==> src/hw/rtl/i2a_pkg.sv <==
`timescale 1ns / 1ps
// shared types and constants of the integer to ascii formatter
// no dependencies

package i2a_pkg;

    // conversion codes
    localparam logic [1:0] CONV_UDEC = 2'd0;
    localparam logic [1:0] CONV_SDEC = 2'd1;
    localparam logic [1:0] CONV_HEX  = 2'd2;

    // ascii codes
    localparam logic [6:0] CH_ZERO  = 7'h30;
    localparam logic [6:0] CH_UPA   = 7'h41;
    localparam logic [6:0] CH_MINUS = 7'h2D;
    localparam logic [6:0] CH_SPACE = 7'h20;

    // reciprocal of ten, scaled by 2^35
    localparam logic [31:0] RECIP_TEN = 32'hCCCC_CCCD;
    localparam int          RECIP_SHIFT = 35;

    typedef struct packed {
        logic [31:0] value;
        logic [1:0]  conversion;
        logic [5:0]  field_width;
        logic        zero_pad;
        logic        left_align;
    } in_item_t;

    typedef struct packed {
        logic [6:0] character;
        logic       last;
    } out_item_t;

    // one digit step of the shared divider
    typedef struct packed {
        logic [31:0] quot;
        logic [3:0]  rem;
    } div_res_t;

    function automatic logic [6:0] digit_char(input logic [3:0] d);
        logic [6:0] c;
        if (d < 4'd10) begin
            c = CH_ZERO + {3'b000, d};
        end else begin
            c = CH_UPA + {3'b000, d - 4'd10};
        end
        return c;
    endfunction

endpackage

==> src/hw/rtl/i2a_div_unit.sv <==
`timescale 1ns / 1ps
// shared digit unit: divides by ten through a registered reciprocal multiply, or by sixteen combinationally
// depends on i2a_pkg

module i2a_div_unit import i2a_pkg::*; (
    input  logic        aclk,
    input  logic        mul_en,
    input  logic        base_hex,
    input  logic [31:0] operand,
    output div_res_t    result
);

    logic [63:0] product;
    logic [31:0] quot_reg;
    logic [3:0]  q_times_ten_lo;

    // quotient estimate by reciprocal multiply, registered
    assign product = 64'(operand) * 64'(RECIP_TEN);

    always_ff @(posedge aclk) begin
        if (mul_en) begin
            quot_reg <= 32'(product[63:RECIP_SHIFT]);
        end
    end

    // low nibble of q*10 = q*8 + q*2 is enough since the remainder is below ten
    assign q_times_ten_lo = {quot_reg[0], 3'b000} + {quot_reg[2:0], 1'b0};

    always_comb begin
        if (base_hex) begin
            result.quot = {4'h0, operand[31:4]};
            result.rem  = operand[3:0];
        end else begin
            result.quot = quot_reg;
            result.rem  = operand[3:0] - q_times_ten_lo;
        end
    end

endmodule

==> src/hw/rtl/integer_to_ascii_formatter.sv <==
`timescale 1ns / 1ps
// integer to ascii field formatter, top level
// depends on i2a_pkg and i2a_div_unit
//
// usage:
//   s_ channel takes one item: value, conversion kind, field width and the
//   zero-pad / left-justify flags. m_ channel returns the characters of the
//   formatted field one per transfer, in order, with last set on the final one.
//   the block takes one item at a time: s_ready is high only while idle.
// sequence per item (receiver never stalling):
//   the transfer, then digit generation, least significant first, through
//   one shared divide unit: a reciprocal multiply step, then a remainder
//   step per decimal digit or a single step per hex digit; then a field
//   layout step, then one character per cycle.
// the output register decouples the sides: a new item is taken while the
// last character of the previous field still waits for m_ready.
// a stalled receiver holds the current character and stops the sequencer in emission.
// reset (aresetn low, synchronous) returns to idle and drops m_valid.
// field_width above MAX_FIELD_WIDTH is clipped to it.

module integer_to_ascii_formatter import i2a_pkg::*; #(
    parameter int unsigned MAX_FIELD_WIDTH = 63
) (
    input  logic      aclk,
    input  logic      aresetn,
    input  logic      s_valid,
    output logic      s_ready,
    input  in_item_t  s_item,
    output logic      m_valid,
    input  logic      m_ready,
    output out_item_t m_item
);

    typedef enum logic [4:0] {
        ST_IDLE = 5'b00001,
        ST_DIV  = 5'b00010,
        ST_SUB  = 5'b00100,
        ST_PREP = 5'b01000,
        ST_EMIT = 5'b10000
    } state_t;

    state_t      state_reg, state_next;

    // operand and item attributes
    logic [31:0] val_reg, val_next;
    logic        hex_reg, hex_next;
    logic        neg_reg, neg_next;
    logic        zpad_reg, zpad_next;
    logic        left_reg, left_next;
    logic [5:0]  width_reg, width_next;

    // digit store, least significant first
    logic [3:0]  digit_mem [16];
    logic        digit_we;
    logic [3:0]  nd_reg, nd_next;
    logic [3:0]  dig_ptr_reg, dig_ptr_next;

    // field layout boundaries
    logic [5:0]  b_sign_reg, b_sign_next;
    logic [5:0]  b_zero_reg, b_zero_next;
    logic [5:0]  b_dig_reg, b_dig_next;
    logic [5:0]  b_rpad_reg, b_rpad_next;
    logic [5:0]  total_reg, total_next;
    logic [5:0]  pos_reg, pos_next;

    // output register
    logic        m_valid_reg, m_valid_next;
    out_item_t   m_item_reg, m_item_next;

    // shared divide unit
    div_res_t    div_res;
    logic        mul_en;
    logic [3:0]  cur_digit;

    // layout scratch
    logic [5:0]  width_sat;
    logic [5:0]  len;
    logic [5:0]  pad;
    logic        load_out;
    logic        is_last;

    i2a_div_unit u_div (
        .aclk     (aclk),
        .mul_en   (mul_en),
        .base_hex (hex_reg),
        .operand  (val_reg),
        .result   (div_res)
    );

    assign width_sat = (s_item.field_width > 6'(MAX_FIELD_WIDTH)) ?
                       6'(MAX_FIELD_WIDTH) : s_item.field_width;
    assign len = {2'b00, nd_reg} + {5'b00000, neg_reg};
    assign pad = (width_reg > len) ? (width_reg - len) : 6'd0;

    assign s_ready   = (state_reg == ST_IDLE);
    assign mul_en    = (state_reg == ST_DIV) && !hex_reg;
    assign cur_digit = digit_mem[dig_ptr_reg];
    assign load_out  = (state_reg == ST_EMIT) && (!m_valid_reg || m_ready);
    assign is_last   = (pos_reg == total_reg - 6'd1);

    always_comb begin
        state_next   = state_reg;
        val_next     = val_reg;
        hex_next     = hex_reg;
        neg_next     = neg_reg;
        zpad_next    = zpad_reg;
        left_next    = left_reg;
        width_next   = width_reg;
        nd_next      = nd_reg;
        dig_ptr_next = dig_ptr_reg;
        b_sign_next  = b_sign_reg;
        b_zero_next  = b_zero_reg;
        b_dig_next   = b_dig_reg;
        b_rpad_next  = b_rpad_reg;
        total_next   = total_reg;
        pos_next     = pos_reg;
        digit_we     = 1'b0;
        m_valid_next = m_valid_reg;
        m_item_next  = m_item_reg;

        // receiver took the held character
        if (m_valid_reg && m_ready) begin
            m_valid_next = 1'b0;
        end

        unique case (state_reg)
            ST_IDLE: begin
                if (s_valid) begin
                    hex_next   = s_item.conversion[1];
                    neg_next   = (s_item.conversion == CONV_SDEC) && s_item.value[31];
                    val_next   = neg_next ? (32'd0 - s_item.value) : s_item.value;
                    zpad_next  = s_item.zero_pad;
                    left_next  = s_item.left_align;
                    width_next = width_sat;
                    nd_next    = 4'd0;
                    state_next = ST_DIV;
                end
            end
            ST_DIV: begin
                if (hex_reg) begin
                    // hex digit is ready at once
                    digit_we = 1'b1;
                    val_next = div_res.quot;
                    nd_next  = nd_reg + 4'd1;
                    if (div_res.quot == 32'd0) begin
                        state_next = ST_PREP;
                    end
                end else begin
                    state_next = ST_SUB;
                end
            end
            ST_SUB: begin
                digit_we = 1'b1;
                val_next = div_res.quot;
                nd_next  = nd_reg + 4'd1;
                state_next = (div_res.quot == 32'd0) ? ST_PREP : ST_DIV;
            end
            ST_PREP: begin
                // leading spaces, sign, zeros, digits, trailing spaces
                b_sign_next  = (!left_reg && !zpad_reg) ? pad : 6'd0;
                b_zero_next  = b_sign_next + {5'b00000, neg_reg};
                b_dig_next   = b_zero_next + ((!left_reg && zpad_reg) ? pad : 6'd0);
                b_rpad_next  = b_dig_next + {2'b00, nd_reg};
                total_next   = b_rpad_next + (left_reg ? pad : 6'd0);
                pos_next     = 6'd0;
                dig_ptr_next = nd_reg - 4'd1;
                state_next   = ST_EMIT;
            end
            ST_EMIT: begin
                if (load_out) begin
                    m_valid_next = 1'b1;
                    m_item_next.last = is_last;
                    if (pos_reg < b_sign_reg) begin
                        m_item_next.character = CH_SPACE;
                    end else if (pos_reg < b_zero_reg) begin
                        m_item_next.character = CH_MINUS;
                    end else if (pos_reg < b_dig_reg) begin
                        m_item_next.character = CH_ZERO;
                    end else if (pos_reg < b_rpad_reg) begin
                        m_item_next.character = digit_char(cur_digit);
                        dig_ptr_next = dig_ptr_reg - 4'd1;
                    end else begin
                        m_item_next.character = CH_SPACE;
                    end
                    pos_next = pos_reg + 6'd1;
                    if (is_last) begin
                        state_next = ST_IDLE;
                    end
                end
            end
            default: begin
                state_next = ST_IDLE;
            end
        endcase
    end

    // control state
    always_ff @(posedge aclk) begin
        if (!aresetn) begin
            state_reg   <= ST_IDLE;
            m_valid_reg <= 1'b0;
        end else begin
            state_reg   <= state_next;
            m_valid_reg <= m_valid_next;
        end
    end

    // payload and datapath registers
    always_ff @(posedge aclk) begin
        val_reg     <= val_next;
        hex_reg     <= hex_next;
        neg_reg     <= neg_next;
        zpad_reg    <= zpad_next;
        left_reg    <= left_next;
        width_reg   <= width_next;
        nd_reg      <= nd_next;
        dig_ptr_reg <= dig_ptr_next;
        b_sign_reg  <= b_sign_next;
        b_zero_reg  <= b_zero_next;
        b_dig_reg   <= b_dig_next;
        b_rpad_reg  <= b_rpad_next;
        total_reg   <= total_next;
        pos_reg     <= pos_next;
        m_item_reg  <= m_item_next;
    end

    // digit store
    always_ff @(posedge aclk) begin
        if (digit_we) begin
            digit_mem[nd_reg] <= div_res.rem;
        end
    end

    assign m_valid = m_valid_reg;
    assign m_item  = m_item_reg;

    // checks

    // sequencer stays one-hot
    assert property (@(posedge aclk) disable iff (!aresetn) $onehot(state_reg))
        else $error("state register not one-hot");

    // at most ten decimal digits of a 32-bit value
    assert property (@(posedge aclk) disable iff (!aresetn)
        (state_reg == ST_PREP) |-> (nd_reg >= 4'd1 && nd_reg <= 4'd10))
        else $error("digit count out of range");

    // emission never runs past the field
    assert property (@(posedge aclk) disable iff (!aresetn)
        (state_reg == ST_EMIT) |-> (pos_reg < total_reg))
        else $error("character position past end of field");

    // digit reads stay inside the written digits
    assert property (@(posedge aclk) disable iff (!aresetn)
        (load_out && pos_reg >= b_dig_reg && pos_reg < b_rpad_reg) |->
            (dig_ptr_reg < nd_reg))
        else $error("digit read outside stored digits");

endmodule

==> config.mk <==
export PLATFORM = sky130hd
export DESIGN_NAME = integer_to_ascii_formatter
export DESIGN_NICKNAME = d
export VERILOG_FILES = /design/src/hw/rtl/i2a_pkg.sv /design/src/hw/rtl/i2a_div_unit.sv /design/src/hw/rtl/integer_to_ascii_formatter.sv
export SDC_FILE = /design/constraint.sdc
export NUM_CORES = 1
export LEC_CHECK = 0
export BUFFER_PORTS_ARGS = -buffer_cell sky130_fd_sc_hd__buf_2
export CAP_MARGIN = 40
export CORE_MARGIN = 2
export CORE_UTILIZATION = 30
export DETAILED_ROUTE_END_ITERATION = 10
export SETUP_SLACK_MARGIN = 0.3
export SLEW_MARGIN = 15
export SYNTH_ARGS = -nofsm -noshare
export SYNTH_HDL_FRONTEND = slang
export SYNTH_HIERARCHICAL = 1
export SYNTH_SLANG_ARGS = --single-unit
==> constraint.sdc <==
create_clock -name aclk -period 7 [get_ports aclk]
set_input_delay 1.05 -clock aclk [delete_from_list [all_inputs] [get_ports aclk]]
set_output_delay 1.05 -clock aclk [all_outputs]
set_load 0.01 [all_outputs]
==> impl_metrics.env, run 1 <==
export IMPL_min_from="dig_ptr_reg[2]$_DFFE_PP_"
export IMPL_crit_arrival_ns=7.41
export IMPL_cts_buffers=17
export IMPL_drc=0
export IMPL_crit_path_start="val_reg[14]$_DFFE_PP_"
export IMPL_setup_viol=13
export IMPL_final_area_um2=34820
export IMPL_io_buffers=55
export IMPL_largest_reg_flops=64
export IMPL_yosys_area_share_simple=0.07398
export IMPL_synth_flop_cell="edfxtp_1"
export IMPL_ys_seq_area_frac=0.2087
export IMPL_rrSetupSlack_ns=-0.21
export IMPL_grt_max_degree=42
export IMPL_placed_cells=4224
export IMPL_synth_edf_count=187
export IMPL_r2r_cells=22
export IMPL_wl_per_cell_um=19.22
export IMPL_drive_above_1_share=0.2636
export IMPL_synthArstFlopShare=0
export IMPL_ys_types=96
export IMPL_grt_pass1_wl_mm=127.8
export IMPL_rows=111
export IMPL_placedInstanceArea_um2=32160
export IMPL_synth_mux_area_frac=0.02913
export IMPL_chipWidth_um=308.8
export IMPL_die_height_um=308.8
export IMPL_via_per_inst=4.669
export IMPL_tritoncts="done"
export IMPL_h_tree_depth=4
export IMPL_hold_slack_ns=0.5167
export IMPL_clockRootBuffer="clkbuf_16"
export IMPL_route_final_wire_length_mm=83.37
export IMPL_r2r_end="u_div/quot_reg[28]$_DFFE_PP_"
export IMPL_fmax_mhz=138.7
export IMPL_crit_path_end="u_div/quot_reg[28]$_DFFE_PP_"
export IMPL_outcome="finished with violations"
export IMPL_worst_pin_slew_ns=0.8116
export IMPL_synth_compound_area_frac=0.07829
export IMPL_slew_violations=0
export IMPL_critPathMaxFanout=5
export IMPL_endpoint_kind="flop"
export IMPL_post_route_min_period_ns=7.212
export IMPL_dieArea_um2=95360
export IMPL_nFillCells=9007
export IMPL_core_um2=91800
export IMPL_antenna_found_initial=0
export IMPL_crit_type="flop to flop"
export IMPL_synth_warnings=6
export IMPL_worstPathRequired_ns=7.20
export IMPL_slew_limit_headroom=0.4582
export IMPL_grt_pass1_vias=21275
export IMPL_postRouteAntennaNets=0
export IMPL_cts_buffer_depth=2
export IMPL_ctsHoldBuffers=0
export IMPL_drtPass1Iterations=7
export IMPL_nets=3919
export IMPL_violations="setup timing"
export IMPL_gp_congestion=0.9497
export IMPL_first_iter_violations=1443
export IMPL_final_setup_worst_slack_ns=-0.2122
export IMPL_clk_latency_ns=0.46
export IMPL_yosys_area_share_adder=0.4615
export IMPL_synth_xor_area_frac=0.04673
export IMPL_min_path_type="flop to flop"
export IMPL_rsz0062_at_grt="true"
export IMPL_synthCells=2666
export IMPL_stdcell_count=4337
export IMPL_syn_area_per_cell_um2=10.45
export IMPL_start_kind="flop"
export IMPL_hold_violations=0
export IMPL_dpl_hpwl_mm=71.56
export IMPL_overflow=0
export IMPL_route_vias_total=20248
export IMPL_cts_sinks=197
export IMPL_cap_violations=0
export IMPL_synth_area_um2=27870
export IMPL_finalClockSkew_ns=0.01857
export IMPL_start_util=0.3036
export IMPL_grt_usage=0.1782
export IMPL_syn_to_final_growth_pct=24.93
export IMPL_r2r_start="val_reg[14]$_DFFE_PP_"
export IMPL_clkTransAtPathRegs_ns=0.08
export IMPL_pin_count=56
export IMPL_fin_crit_sh=1.030
export IMPL_synth_seq_cells=197
export IMPL_synth_top_family_by_area="adder cells"
through the flow:
step,util,setup slack (ns),TNS (ns)
6_report,0.3793,-0.2122,-1.359
3_5_place_dp,0.3504,-0.5983,-6.238
2_1_floorplan,-,0.2487,0
3_3_place_gp,0.3499,-0.5361,-5.432
4_1_cts,0.3680,-0.2429,-1.705
5_1_grt,0.3792,-0.3825,-4.521
critical path, stage by stage (launching register included):
cell        delay, ns
edfxtp_1         0.55
ha_4             0.37
clkinvlp_4       0.09
buf_4            0.13
buf_4            0.16
fa_1             0.54
inv_1            0.05
fa_1             0.47
fa_2             0.61
fa_2             0.49
fa_1             0.49
fa_1             0.50
ha_1             0.31
ha_1             0.31
a21o_1           0.22
a21o_1           0.19
a21oi_1          0.14
buf_4            0.17
nor2_1           0.05
a211oi_1         0.25
o31a_1           0.37
nor3_1           0.10
or3_1            0.38
cell families (layout without fill, tap and decap cells):
| kind of cell | after synthesis | in the layout |
|---|---|---|
| xor gates and xnor gates | 147 | 147 |
| AOI/OAI and AO/OA | 342 | 342 |
| and+or+nand+nor | 401 | 401 |
| DFF | 197 | 197 |
| adders and majority gates | 794 | 794 |
| muxes | 55 | 55 |
| other | 1 | 5 |
| buffers and inverters | 729 | 1153 |
layer usage:
metal | share of wire | global-route usage | vias up
li1 | - | - | 9480
met1 | 0.45 | 0.2480 | 10209
met2 | 0.47 | 0.2900 | 455
met3 | 0.042 | 0.02206 | 104
met4 | 0.032 | 0.05286 | 0
met5 | 0 | 0 | -
cells in the final DEF (no fill, tap or decap), types with 12 or more instances in the layout:
| cell type | count |
|---|---|
| o21ai_0 | 34 |
| inv_2 | 39 |
| a21o_1 | 48 |
| xnor2_1 | 54 |
| inv_1 | 616 |
| fa_1 | 372 |
| buf_4 | 363 |
| nand4_1 | 19 |
| mux2_2 | 34 |
| nand2_1 | 78 |
| nor2b_1 | 12 |
| nand2b_1 | 13 |
| xor2_2 | 14 |
| clkbuf_16 | 17 |
| xor2_1 | 64 |
| and2_1 | 15 |
| a21oi_2 | 15 |
| fa_2 | 18 |
| nor3_1 | 23 |
| nor2_1 | 112 |
| edfxtp_1 | 187 |
| a21oi_1 | 113 |
| ha_1 | 342 |
| nand3_1 | 31 |
| buf_2 | 55 |
| ha_4 | 55 |
| buf_6 | 36 |
worst min-delay path by stage:
stage | end | slack [ns] | cells past startpoint
2_1_floorplan | flop | 0.48 | 1
3_3_place_gp | flop | 0.49 | 1
3_5_place_dp | flop | 0.49 | 1
4_1_cts | flop | 0.51 | 1
5_1_grt | flop | 0.54 | 1
6_report | flop | 0.52 | 1
cell type report:
class / count / area, um2 / area share
multi-input combinational: 1742 / 20820 / 0.5979
sequential: 197 / 5816 / 0.1670
timing repair buffer: 457 / 3457 / 0.09929
inverter: 664 / 2517 / 0.07230
tap: 1243 / 1555 / 0.04467
clock buffer: 17 / 425.4 / 0.01222
clock inverter: 15 / 226.5 / 0.006504
antenna: 2 / 5.005 / 0.0001437
cells in the mapped netlist, types with 14 or more instances:
cell      count  area share
a21o_1       48       0.013
ha_1        404        0.18
a211oi_1     17      0.0046
a21oi_1     132       0.024
mux2_2       34       0.014
clkbuf_1     38      0.0051
nor2_1      117       0.016
nand2b_1     14      0.0031
and2_1       18      0.0040
nor3_1       27      0.0048
edfxtp_1    187        0.20
nand4_1      19      0.0043
nand2_1      87       0.012
nand3_1      35      0.0063
o21ai_0      51      0.0092
xor2_1       78       0.025
xnor2_1      67       0.021
inv_1       664       0.089
fa_1        390        0.28
nor2b_1      14      0.0031
repair_timing:
item                                    in CTS  in global routing
endpoints found under the setup margin      28                 29
pin swaps                                   58                107
resized for setup                          118                171
buffers inserted                            50                 28
Power of run 1 is left out: the tool's default activity adds up to more than one toggle a clock period on the data nets, which glitch-free logic cannot reach.
==> run 2, diff against run 1 <==
- clock period: 7 -> 8.64 ns (I/O delays scaled with it)
==> impl_metrics.env, run 2 (synthesis gave the netlist of run 1 again) <==
export IMPL_outcome="finished clean"
export IMPL_nFillCells=9340
export IMPL_drc=0
export IMPL_start_util=0.3036
export IMPL_rows=111
export IMPL_critPathMaxFanout=6
export IMPL_syn_to_final_growth_pct=8.700
export IMPL_tritoncts="done"
export IMPL_h_tree_depth=4
export IMPL_tns_ns=0
export IMPL_clockRootBuffer="clkbuf_16"
export IMPL_nets=3548
export IMPL_post_route_min_period_ns=7.929
export IMPL_hold_violations=0
export IMPL_io_buffers=55
export IMPL_overflow=0
export IMPL_diodes=0
export IMPL_fmax_mhz=126.1
export IMPL_postRouteAntennaNets=0
export IMPL_fin_crit_sh=0.9177
export IMPL_chipWidth_um=308.8
export IMPL_min_path_type="flop to flop"
export IMPL_crit_type="flop to flop"
export IMPL_grt_pass1_vias=19894
export IMPL_worst_pin_slew_ns=0.8809
export IMPL_crit_arrival_ns=8.25
export IMPL_endpoint_kind="flop"
export IMPL_worstPathRequired_ns=8.96
export IMPL_slew_limit_headroom=0.4073
export IMPL_dpl_hpwl_mm=69.48
export IMPL_core_um2=91800
export IMPL_drtPass1Iterations=5
export IMPL_dieArea_um2=95360
export IMPL_via_per_inst=4.749
export IMPL_grt_usage=0.1748
export IMPL_clkTransAtPathRegs_ns=0.09
export IMPL_slew_violations=0
export IMPL_route_final_wire_length_mm=80.61
export IMPL_finalClockSkew_ns=0.02377
export IMPL_antenna_found_initial=0
export IMPL_route_vias_total=18827
export IMPL_first_iter_violations=1420
export IMPL_die_height_um=308.8
export IMPL_gp_congestion=0.9423
export IMPL_grt_max_degree=50
export IMPL_rsz0062_at_grt="false"
export IMPL_start_kind="flop"
export IMPL_clk_latency_ns=0.46
export IMPL_final_cell_mix="664 x inv_1, 404 x ha_1, 390 x fa_1"
export IMPL_drive_above_1_share=0.07681
export IMPL_final_common_cell="inv_1"
export IMPL_wl_per_cell_um=20.33
export IMPL_cts_sinks=197
export IMPL_cts_buffer_depth=2
export IMPL_cap_violations=0
export IMPL_setup_viol=0
export IMPL_grt_pass1_wl_mm=123.6
export IMPL_pin_count=56
export IMPL_cts_buffers=17
export IMPL_largest_reg_flops=64
-- run 2: cell types whose count changed in the layout (fill, tap and decap cells not counted), sizes merged --
cell,change
buf,-371
clkinv,+4
diode,-2
inv,-2
bufinv,-1
clkinvlp,-1
-- run 2: per-layer routing --
| layer | GRT usage | part of all wire |
|---|---|---|
| met4 | 0.06682 | 0.043 |
| met2 | 0.2784 | 0.46 |
| met5 | 0 | 0 |
| met1 | 0.2368 | 0.44 |
| met3 | 0.03069 | 0.064 |
-- run 2: layout make-up --
type / instances / area (um2) / area share
repair buffers: 86 / 528.0 / 0.01743
clock buffers: 17 / 425.4 / 0.01404
multi-input cells: 1742 / 19270 / 0.6361
clock inverters: 15 / 207.7 / 0.006856
flip-flops and latches: 197 / 5816 / 0.1920
well taps: 1243 / 1555 / 0.05133
inverters: 664 / 2492 / 0.08227
-- run 2: path summary, 6_finish.rpt --
kind                             from                           end  slack, ns  cells after the start
max             val_reg[16]$_DFFE_PP_  u_div/quot_reg[25]$_DFFE_PP_       0.71                     24
min          dig_ptr_reg[2]$_DFFE_PP_                          flop       0.54                      1
max reg2reg     val_reg[16]$_DFFE_PP_  u_div/quot_reg[25]$_DFFE_PP_       0.71                     24
min reg2reg  dig_ptr_reg[2]$_DFFE_PP_                          flop       0.54                      1
-- run 2: through the flow --
step             util  hold WS [ns]  setup WS (ns)  instances  instance area, um2
4_1_cts        0.3298        0.5425         0.4717       3963               30280
5_1_grt        0.3300        0.5598         0.4744       3964               30300
3_5_place_dp   0.3229        0.5139         0.5111       3931               29640
3_3_place_gp   0.3225        0.5010         0.5598       3929               29610
6_report       0.3300        0.5388         0.7113       3964               30300
2_1_floorplan       -        0.4757          1.449       2668               27880
-- run 2: repair_timing --
item	4_1_cts	5_1_grt
setup endpoints to repair	0	7
resized for setup	0	3
hold buffers	0	0
setup buffers	0	1
-- run 2: critical path: stages (launching register included) --
cell and delay [ns]:
edfxtp_1 0.69, ha_1 0.45, inv_1 0.23, fa_1 0.55
inv_1 0.06, fa_1 0.53, inv_1 0.05, fa_1 0.50
inv_1 0.05, fa_1 0.47, fa_1 0.52, fa_1 0.55
inv_1 0.06, fa_1 0.53, inv_1 0.04, ha_1 0.34
and4_2 0.27, nand3_1 0.11, a2111oi_1 0.55, nand2_1 0.12
o211ai_1 0.20, buf_4 0.18, a21oi_1 0.13, or4b_1 0.49
nand4_1 0.11
Power of run 2 is left out for the same reason.
